File: config.mk
export PLATFORM = sky130hd
export DESIGN_NAME = sensor_spi_frame_codec
export DESIGN_NICKNAME = d
export VERILOG_FILES = /design/src/hdl/scc_pkg.sv /design/src/hdl/sensor_spi_frame_codec.sv /design/src/hdl/scc_frame_asm.sv /design/src/hdl/scc_crc_stage.sv /design/src/hdl/scc_decode.sv
export SDC_FILE = /design/constraint.sdc
export NUM_CORES = 1
export LEC_CHECK = 0
export ABC_CLOCK_PERIOD_IN_PS = 7500
export BUFFER_PORTS_ARGS = -buffer_cell sky130_fd_sc_hd__buf_2
export CORE_UTILIZATION = 60
export DETAILED_ROUTE_END_ITERATION = 8
export PLACE_DENSITY_LB_ADDON = 0.15
export SYNTH_ARGS = -nofsm -noshare
export SYNTH_HDL_FRONTEND = slang
export SYNTH_HIERARCHICAL = 1
export SYNTH_SLANG_ARGS = --single-unit
export TNS_END_PERCENT = 50
File: constraint.sdc
create_clock -name aclk -period 7.5 [get_ports aclk]
set_input_delay 0.75 -clock aclk [delete_from_list [all_inputs] [get_ports aclk]]
set_output_delay 0.75 -clock aclk [all_outputs]
set_load 0.005 [all_outputs]
File: src/hdl/scc_pkg.sv
package scc_pkg;

    localparam int FRAME_W   = 48;
    localparam int CRC_BYTES = FRAME_W / 8;

    localparam logic [7:0] CRC_POLY = 8'h2F;
    localparam logic [7:0] CRC_INIT = 8'hFF;

    typedef enum logic [1:0] {
        ACT_READ  = 2'd0,
        ACT_WRITE = 2'd1,
        ACT_CHECK = 2'd2
    } action_t;

    // frame travels with its running crc through the byte stages
    typedef struct packed {
        action_t              action;
        logic [FRAME_W-1:0]   frame;
        logic [7:0]           crc;
    } scc_item_t;

    typedef struct packed {
        logic                 data_flag;
        logic [3:0]           data_count;
        logic [9:0]           reply_address;
        logic signed [19:0]   sensor_value;
        logic [1:0]           status;
        logic                 frame_valid;
        logic                 crc_ok;
        logic [FRAME_W-1:0]   tx_frame;
    } scc_result_t;

    // eight msb-first steps of the crc shift register
    function automatic logic [7:0] crc8_byte(input logic [7:0] crc_in,
                                             input logic [7:0] data);
        logic [7:0] c;
        c = crc_in;
        for (int i = 7; i >= 0; i--) begin
            c = {c[6:0], data[i]} ^ (c[7] ? CRC_POLY : 8'h00);
        end
        return c;
    endfunction

endpackage

File: src/hdl/sensor_spi_frame_codec.sv
// Builds read and write command frames for a sensor's 48-bit SPI link and
// checks received frames (crc-8, poly 0x2f, init 0xff, msb first, crc slot
// zeroed). One transaction is taken every cycle unless the output stalls;
// each passes through one frame assembly stage, six registered crc
// stages that each shift in one frame byte, and one decode/output stage.
// A stalled output holds the whole pipeline without loss.
module sensor_spi_frame_codec
    import scc_pkg::*;
(
    input  logic        aclk,
    input  logic        aresetn,
    input  logic        s_tvalid,
    output logic        s_tready,
    // address [9:0], write_data [29:10], rx_frame [77:30], zero [79:78]
    input  logic [79:0] s_tdata,
    // action [1:0]
    input  logic [1:0]  s_tuser,
    output logic        m_tvalid,
    input  logic        m_tready,
    // tx_frame [47:0], crc_ok [48], frame_valid [49], status [51:50],
    // sensor_value [71:52], reply_address [81:72], data_count [85:82],
    // data_flag [86], zero [87]
    output logic [87:0] m_tdata
);

    logic        stg_valid [CRC_BYTES+1];
    logic        stg_ready [CRC_BYTES+1];
    scc_item_t   stg_item  [CRC_BYTES+1];
    scc_result_t result;

    scc_frame_asm u_asm (
        .aclk       (aclk),
        .aresetn    (aresetn),
        .in_valid   (s_tvalid),
        .in_ready   (s_tready),
        .action     (action_t'(s_tuser)),
        .address    (s_tdata[9:0]),
        .write_data (s_tdata[29:10]),
        .rx_frame   (s_tdata[77:30]),
        .out_valid  (stg_valid[0]),
        .out_ready  (stg_ready[0]),
        .out_item   (stg_item[0])
    );

    // bytes go in msb first
    for (genvar g = 0; g < CRC_BYTES; g++) begin : g_crc
        scc_crc_stage #(
            .BYTE_IDX (CRC_BYTES - 1 - g)
        ) u_stage (
            .aclk      (aclk),
            .aresetn   (aresetn),
            .in_valid  (stg_valid[g]),
            .in_ready  (stg_ready[g]),
            .in_item   (stg_item[g]),
            .out_valid (stg_valid[g+1]),
            .out_ready (stg_ready[g+1]),
            .out_item  (stg_item[g+1])
        );
    end

    scc_decode u_decode (
        .aclk       (aclk),
        .aresetn    (aresetn),
        .in_valid   (stg_valid[CRC_BYTES]),
        .in_ready   (stg_ready[CRC_BYTES]),
        .in_item    (stg_item[CRC_BYTES]),
        .out_valid  (m_tvalid),
        .out_ready  (m_tready),
        .out_result (result)
    );

    assign m_tdata = {1'b0, result};

endmodule

File: src/hdl/scc_frame_asm.sv
module scc_frame_asm
    import scc_pkg::*;
(
    input  logic               aclk,
    input  logic               aresetn,
    input  logic               in_valid,
    output logic               in_ready,
    input  action_t            action,
    input  logic [9:0]         address,
    input  logic [19:0]        write_data,
    input  logic [FRAME_W-1:0] rx_frame,
    output logic               out_valid,
    input  logic               out_ready,
    output scc_item_t          out_item
);

    logic      valid_reg;
    scc_item_t item_reg;
    scc_item_t item_next;

    assign in_ready  = !valid_reg || out_ready;
    assign out_valid = valid_reg;
    assign out_item  = item_reg;

    always_comb begin
        item_next.action = action;
        item_next.crc    = CRC_INIT;
        case (action)
            ACT_READ: begin
                item_next.frame = {address, 1'b0, 1'b0, 1'b1, 27'd0, 8'd0};
            end
            ACT_WRITE: begin
                item_next.frame = {address, 1'b1, 1'b0, 1'b1, 7'd0, write_data, 8'd0};
            end
            ACT_CHECK: begin
                item_next.frame = rx_frame;
            end
            default: begin
                item_next.frame = '0;
            end
        endcase
    end

    always_ff @(posedge aclk) begin
        if (!aresetn) begin
            valid_reg <= 1'b0;
        end else if (in_ready) begin
            valid_reg <= in_valid;
        end
    end

    always_ff @(posedge aclk) begin
        if (in_ready && in_valid) begin
            item_reg <= item_next;
        end
    end

endmodule

File: src/hdl/scc_crc_stage.sv
module scc_crc_stage
    import scc_pkg::*;
#(
    parameter int BYTE_IDX = 0
)
(
    input  logic      aclk,
    input  logic      aresetn,
    input  logic      in_valid,
    output logic      in_ready,
    input  scc_item_t in_item,
    output logic      out_valid,
    input  logic      out_ready,
    output scc_item_t out_item
);

    logic      valid_reg;
    scc_item_t item_reg;
    scc_item_t item_next;
    logic [7:0] data_byte;

    assign in_ready  = !valid_reg || out_ready;
    assign out_valid = valid_reg;
    assign out_item  = item_reg;

    // the crc slot itself is shifted in as zeros
    assign data_byte = (BYTE_IDX == 0) ? 8'h00 : in_item.frame[8*BYTE_IDX +: 8];

    always_comb begin
        item_next     = in_item;
        item_next.crc = crc8_byte(in_item.crc, data_byte);
    end

    always_ff @(posedge aclk) begin
        if (!aresetn) begin
            valid_reg <= 1'b0;
        end else if (in_ready) begin
            valid_reg <= in_valid;
        end
    end

    always_ff @(posedge aclk) begin
        if (in_ready && in_valid) begin
            item_reg <= item_next;
        end
    end

endmodule

File: src/hdl/scc_decode.sv
module scc_decode
    import scc_pkg::*;
(
    input  logic        aclk,
    input  logic        aresetn,
    input  logic        in_valid,
    output logic        in_ready,
    input  scc_item_t   in_item,
    output logic        out_valid,
    input  logic        out_ready,
    output scc_result_t out_result
);

    logic        valid_reg;
    scc_result_t result_reg;
    scc_result_t result_next;
    logic        crc_match;

    assign in_ready   = !valid_reg || out_ready;
    assign out_valid  = valid_reg;
    assign out_result = result_reg;

    assign crc_match = (in_item.crc == in_item.frame[7:0]);

    always_comb begin
        result_next = '0;
        case (in_item.action)
            ACT_READ, ACT_WRITE: begin
                result_next.tx_frame = {in_item.frame[FRAME_W-1:8], in_item.crc};
            end
            ACT_CHECK: begin
                result_next.crc_ok        = crc_match;
                result_next.frame_valid   = crc_match && (in_item.frame[34:33] == 2'b00);
                result_next.status        = in_item.frame[34:33];
                result_next.sensor_value  = in_item.frame[27:8];
                result_next.reply_address = in_item.frame[46:37];
                result_next.data_count    = in_item.frame[32:29];
                result_next.data_flag     = in_item.frame[47];
            end
            default: begin
                result_next = '0;
            end
        endcase
    end

    always_ff @(posedge aclk) begin
        if (!aresetn) begin
            valid_reg <= 1'b0;
        end else if (in_ready) begin
            valid_reg <= in_valid;
        end
    end

    always_ff @(posedge aclk) begin
        if (in_ready && in_valid) begin
            result_reg <= result_next;
        end
    end

endmodule
**Word-level counts from Yosys, hierarchy flattened**

Index checks and enable logic that the tools add are counted.

- Bits in registers: 493
- Output and inout port bits: 90
- Word-level logic and storage cells: 164

- Bitwise operators: 48
- Eq/ne operators: 5
- Reductions and logical operators: 29
- Mux-type cells: 46

Operators by type and width:

| kind | number |
|---|---|
| bitwise XOR 8 bit | 45 |
| 2-to-1 mux 6 bit | 45 |
| one-hot mux 48 bit (3 select lines) | 1 |
| NOT 5 bit | 3 |
| logical AND 1 bit | 9 |
| == test 8 bit | 1 |
| logical NOT 1 bit | 8 |
| logical OR 1 bit | 8 |
| logical NOT 2 bit | 3 |
| == test 2 x 1 -> 1 bit, second input constant | 2 |
| == test 2 bit, second input constant | 2 |
| OR reduction 2 bit | 1 |

**Depth between registers and ports, before layout**

Gate-level depths: netlist of the first run.

- Word-level depth: 16
- Gate-level depth with buffers: 9
- Gate-level depth less buffers: 9

**Hierarchy**

The synthesis of the first run kept the hierarchy.

Modules (own cells, without submodules):

| module | seq. area each (um2) | area each (um2) | cells an instance | times used |
|---|---|---|---|---|
| scc_crc_stage at g_crc[0].u_stage ... | 1761.7 | 2035.7 | 89 | 5 |
| scc_decode | 2632.5 | 3399.5 | 201 | 1 |
| scc_frame_asm | 1521.5 | 2068.2 | 123 | 1 |
| scc_crc_stage at g_crc[5].u_stage | 1761.7 | 2001.9 | 81 | 1 |
| sensor_spi_frame_codec | 0.0 | 11.3 | 2 | 1 |

**Worst setup path before layout of the first run**

OpenSTA, ideal clock, no wires.

- Kind: input -> register
- From: input m_tready
- To: register g_crc[0].u_stage.item_reg (netlist bit g_crc[0].u_stage/out_item[0]), enable pin
- Path slack: 4.155 ns
- Arrival: 2.923 ns
- Path buffers: 0
- Cell stages on the path: 8
- Data required time: 7.078 ns
- Cell sequence: nand2b_1 nand2b_1 nand2b_1 nand2b_1 nand2b_1 nand2b_1 nand2b_1 and2_1

RTL lines:

| element | line | text |
|---|---|---|
| start, declared | sensor_spi_frame_codec.sv:19 | `input logic m_tready,` |
| end signal, assigned | scc_crc_stage.sv:44 | `item_reg <= item_next;` |
| end, declared | scc_crc_stage.sv:18 | `scc_item_t item_reg;` |

==> flow_summary.ini, run 1 <==
[cts]
cts_resized = 0
cts.sinks = 493
clockRootBuffer = clkbuf_16
clock_latency_ns = 0.53
cts-hold-fix-buffers = 0
post_cts_buffers = 0
cts_buffers = 47
cts_max_level = 2
cts_tree = yes
clkTransAtPathRegs_ns = 0.06
max-clock-path-buffers = 3

[power]
leakage_nw = 6.85
power.share.sequential = 0.568
p_per_area_nw_per_um2 = 272
intPower_mw = 4.50
power_frac_comb = 0.046
p_switching_mw = 1.03
peakVddDrop_mv = 0.184
p_clk_frac = 0.386
switching_share = 0.186

[timing]
slew_viol_final = 0
rsz0062_at_grt = false
worst_hold_slack_ns = 0.404
max_slew.worst_pin.slew_ns = 1.09
finClkSkew_ns = 0.0192
hold_viol = 0
fmax_mhz = 324
period_share = 0.411
setup_tns_ns = 0
max-slew-margin-rel = 0.275
setup_viol = 0
min_period_ns = 3.08

[worst_setup_path]
crit_chain = buf_2, nand2b_1, nand2b_1, nand2b_1, nand2b_1, nand2b_1, nand2b_1, nand2b_1, nand2b_1, buf_2
crit_top_cell = nand2b_1
max_stage_delay_ns = 0.17
cp_max_fo = 3
cp_num_buf_inv = 2
end_kind = output port
worstPathRequired_ns = 6.75
path_class = primary input to output port
cp_top_family = simple AND/OR/NAND/NOR gates
startpoint_type = primary input
crit_arrival_ns = 2.33
cp_slowest_cell = nand2b_1

[global_route]
grt_pass1_wl_mm = 32.7
antenna_found_initial = 0
grt_max_degree = 88
grt_overflow = 0
grt_pass1_vias = 6539
grt_util_all_layers = 0.139

[finish]
nNetsFinal = 1149
final_cell_mix = edfxtp_1 (485), buf_2 (172), xnor2_1 (128)
drive_above_1_share = 0.238
final_common_cell = edfxtp_1
area_growth_pct = 15.1
diodes = 0

[synthesis]
ys_ff_latch = 493
netlist_instances = 852
yosysWarnings = 6
ys_seq_area_frac = 0.834
async_reset_ff_frac = 0
syn_area_per_cell_um2 = 20.7
synth_edf_count = 485
yosys_most_used_dff = edfxtp_1
syn-cell-area_um2 = 17700
ys_types = 31

[routing]
vias_per_cell = 4.67
ant_nets = 0
first_iter_violations = 362
drt_first_pass_iters = 4
drt_wl_total_mm = 20.5
drc = 0
drt-wirelength-per-cell_um = 13.9
vias = 6924

[floorplan]
die_area_um2 = 30100
fp.dieH_um = 174
io_pins = 176
die_x_um = 174
start_util = 0.612
row_count = 62
coreArea_um2 = 28900

[status]
status = finished clean

[place]
gp_congestion = 0.793
numPortBuffers = 172
dp_hpwl_mm = 13.2

[job]
maxCapViolCount = 0

[worst_hold_path]
hp-class = flop to flop
==> cell type report <==
type                            count  area, um2
Clock buffer                       61       1230
Sequential cell                   493      14700
Timing Repair Buffer              180        921
Inverter                           10       37.5
Clock inverter                     23        184
Multi-Input combinational cell    331       2750
Fill cell                        1803       8530
Tap cell                          384        480
==> logic make-up (layout without fill, tap and decap cells) <==
logic type,count (synthesis),count (layout),share of synthesized area
xor gates and xnor gates,156,156,0.0871
other,2,9,0.000425
buffers and inverters,35,274,0.0128
AOI/OAI and AO/OA,40,40,0.0190
DFF,493,493,0.834
and+or+nand+nor,126,126,0.0470
==> path summary, 6_finish.rpt <==
kind                                                     from                       endpoint  slack, ns  cells after the start
worst max register to register             u_decode/out_valid             u_asm/out_item[10]       4.83                      9
worst min register to register  g_crc[3].u_stage/out_item[12]  g_crc[4].u_stage/out_item[12]       0.40                      0
worst min-delay path            g_crc[3].u_stage/out_item[12]  g_crc[4].u_stage/out_item[12]       0.40                      0
worst max-delay path                                 m_tready                       s_tready       4.42                     10
==> per-stage QoR <==
stage	cell area [um2]	power, mW	std cells	setup WS [ns]	util
final	20300	5.53	1482	4.42	0.704
after global routing	20300	5.72	1482	4.30	0.704
after CTS	20300	5.60	1482	4.42	0.704
after detailed placement	18900	3.46	1398	4.29	0.655
after global placement	18900	3.45	1398	4.34	0.655
after floorplan	17700	3.40	859	4.16	-
==> routing by layer <==
layer,up-vias,part of all wire,GRT usage
li1,3549,-,-
met1,3115,0.47,0.198
met2,217,0.45,0.214
met3,43,0.055,0.0298
met4,0,0.024,0.0524
met5,-,0,0
==> power groups by stage <==
stage / sequential, mW / clock (mW) / combinational (mW)
floorplan: 3.19 / 0 / 0.208
global placement: 3.20 / 0 / 0.249
detailed placement: 3.20 / 0 / 0.255
CTS: 3.14 / 2.20 / 0.256
global route: 3.15 / 2.29 / 0.280
finish: 3.14 / 2.13 / 0.253
==> synthesized netlist by cell type, types with 2 or more instances <==
cell type | n | share of area
edfxtp_1 | 485 | 0.82
xnor2_1 | 128 | 0.063
and2_1 | 61 | 0.022
nor2b_1 | 49 | 0.017
a22o_1 | 30 | 0.015
xor2_1 | 13 | 0.0064
inv_1 | 10 | 0.0021
buf_4 | 9 | 0.0038
dfxtp_1 | 8 | 0.0091
nand2b_1 | 8 | 0.0028
a21boi_0 | 7 | 0.0030
buf_6 | 7 | 0.0045
buf_2 | 6 | 0.0017
xor2_2 | 6 | 0.0055
xor3_1 | 5 | 0.0067
clkbuf_1 | 3 | 0.00064
conb_1 | 2 | 0.00043
xnor3_1 | 2 | 0.0026
==> flip-flops by register name, summed over array words and instances (netlist names) <==
register                 flops
g_crc.u_stage/out_valid      6
u_decode/out_result         87
u_asm/out_valid              1
u_asm/out_item              50
g_crc.u_stage/out_item     348
u_decode/out_valid           1
==> worst register-to-register path, stage by stage, from the launching register on <==
cell	delay (ns)
dfxtp_1	0.30
nand2b_1	0.10
nand2b_1	0.14
nand2b_1	0.14
nand2b_1	0.14
nand2b_1	0.14
nand2b_1	0.14
nand2b_1	0.14
nand2b_1	0.14
and2_2	0.87
Note: power is estimated with default switching activity, not from simulation.
==> inputs of run 2 (changes only) <==
ABC_AREA = 1   (was unset)
ABC_CLOCK_PERIOD_IN_PS = 3100   (was 7500)
CORE_UTILIZATION = 59   (was 60)
clock period = 3.1 ns   (was 7.5 ns; I/O delays follow)
==> run 2 against run 1 <==
- synthesized cell count is 76% higher
- global-route usage is 2.8 points higher
- worst hold slack worse by 0.36 ns
- critical path type is now flop to flop
- highest routed layer unchanged
==> flow_summary.ini, run 2 <==
[floorplan]
fp.dieH_um = 184
die_area_um2 = 34000
start_util = 0.601
die_x_um = 184
coreArea_um2 = 32600
io_pins = 176
row_count = 66

[worst_setup_path]
max_stage_delay_ns = 0.83
crit_top_cell = nand2_1
crit_arrival_ns = 3.05
cp_top_family = compound AO/OA/AOI/OAI gates
crit_chain = nand2_1, inv_1, nand2_1, inv_1, nand2_1, inv_1, nand2_1, inv_1, nand2_1, inv_2, nand2_1, inv_1, nand2_1, inv_1, a21oi_4, buf_6
startpoint_type = flop
cp_num_buf_inv = 8
cp_max_fo = 34
end_kind = flop
worstPathRequired_ns = 3.34
cp_slowest_cell = a21oi_4
path_class = flop to flop

[synthesis]
syn-cell-area_um2 = 19600
yosysMostFrequentCell = edfxtp_1
netlist_instances = 1497
yosys_most_used_dff = edfxtp_1
synth_edf_count = 485
yosysTopAreaCellShare = 0.742
synth.area.top_cells = edfxtp_1 (74%), nand2_1 (7.4%), inv_1 (3.4%), xnor2_1 (2.5%), nor2_1 (2.3%)
ys_seq_area_frac = 0.751
ys_ff_latch = 493
async_reset_ff_frac = 0
yosysWarnings = 6
yosys.area.top_type = edfxtp_1
ys_types = 25
syn_area_per_cell_um2 = 13.1
yosys-top-cells-count = edfxtp_1 (485), nand2_1 (385), inv_1 (177)

[cts]
clockRootBuffer = clkbuf_16
cts_tree = yes
cts.sinks = 493
cts_buffers = 47
max-clock-path-buffers = 3
clkTransAtPathRegs_ns = 0.06
cts_max_level = 2
clock_latency_ns = 0.54
post_cts_buffers = 0

[global_route]
gr-usage-met3 = 0.0263
grt_most_used_layer = met2
met2_usage = 0.254
grt_pass1_vias = 9373
grt_util_all_layers = 0.167
grt_max_degree = 59
grt_pass1_wl_mm = 45.0
gr-usage-met1 = 0.252
antenna_found_initial = 0
grt_overflow = 0

[place]
numPortBuffers = 172
dp_hpwl_mm = 19.0
placed_cell_area_um2 = 21000
gp_congestion = 0.850

[timing]
max_slew.worst_pin.slew_ns = 1.07
setup_tns_ns = 0
max-slew-margin-rel = 0.284
worst_hold_slack_ns = 0.0408
finClkSkew_ns = 0.0169
rsz0062_at_grt = false
fmax_mhz = 356
period_share = 0.907
setup_viol = 0
min_period_ns = 2.81
hold_viol = 0
slew_viol_final = 0

[routing]
ant_nets = 0
vias = 10200
drc = 0
first_iter_violations = 664
vias_per_cell = 4.70
drt_first_pass_iters = 5
drt-wirelength-per-cell_um = 12.4
drt_wl_total_mm = 27.1

[power]
p_per_area_nw_per_um2 = 612
leakage_nw = 9.18
peakVddDrop_mv = 0.448

[finish]
final_core_util = 0.687
diodes = 0
largest_reg_flops = 348
nNetsFinal = 1787
area_growth_pct = 14.3
final_common_cell = edfxtp_1
final_cell_mix = edfxtp_1 (485), nand2_1 (385), inv_1 (176)
finalInstanceArea_um2 = 22400
drive_above_1_share = 0.192

[worst_hold_path]
hp-class = primary input to flop

[job]
maxCapViolCount = 0

[status]
status = finished clean
-- run 2: cell count changes in the layout (fill, tap and decap cells not counted), sizes merged, moves of 6 or more --
cell    change
xor2       +25
and2       -61
a21oi      +10
nor2b      -50
nand2     +420
nand3      +95
a22o       -30
inv       +181
nand2b      -8
xor3        -6
buf         +8
xnor2      -67
nor2      +128
-- run 2: worst register-to-register path, cell delays in order (launching register included) --
cell	delay, ns
dfxtp_2	0.34
nand2_1	0.08
inv_1	0.07
nand2_1	0.08
inv_1	0.07
nand2_1	0.07
inv_1	0.08
nand2_1	0.08
inv_1	0.08
nand2_1	0.10
inv_2	0.06
nand2_1	0.07
inv_1	0.07
nand2_1	0.08
inv_1	0.08
a21oi_4	0.83
buf_6	0.28
-- run 2: cell families after synthesis --
logic type	synth area share
compound gates	0.00523
xor+xnor	0.0504
buf+inv	0.0533
flops	0.751
other cells	0.000383
simple gates	0.140
-- run 2: area by class of cell --
type                            count  area [um2]
Sequential cell                   493       14700
Tap cell                          442         553
Clock buffer                       62        1250
Fill cell                        2278       10200
Inverter                          190         726
Multi-Input combinational cell    779        3960
Timing Repair Buffer              190        1030
Clock inverter                     21         169
-- run 2: what timing repair did --
| action | in CTS | in global routing |
|---|---|---|
| hold buffers | 2 | 0 |
| setup endpoints to repair | 0 | 18 |
| gates resized for setup | 0 | 4 |
| endpoints found under the hold margin | 2 | 0 |
-- run 2: worst paths after layout --
kind | endpoint | start | slack (ns) | cells past startpoint
worst max-delay path | u_asm/out_item[20] | u_decode/out_valid | 0.29 | 16
worst min-delay path | u_asm/out_item[34] | s_tdata[56] | 0.04 | 3
worst max register to register | u_asm/out_item[20] | u_decode/out_valid | 0.29 | 16
worst min register to register | g_crc[0].u_stage/out_item[23] | u_asm/out_item[23] | 0.41 | 0
-- run 2: report_power, final --
part           internal, mW  switching [mW]
sequential             7.51           0.112
combinational         0.354           0.525
clock                  3.01            2.21
-- run 2: per-stage QoR --
stage                     cells  power (mW)  setup slack, ns
after CTS                  2177        13.8            0.158
after floorplan            1504        8.44           -0.930
after global routing       2177        14.3           0.0219
after global placement     2092        8.60            0.174
after detailed placement   2092        8.63           0.0733
final                      2177        13.7            0.290
-- run 2: per-layer routing --
metal,routed length (um),vias up
met5,0,-
met4,528,0
met3,1450,46
met2,11800,292
met1,13300,4560
li1,-,5325
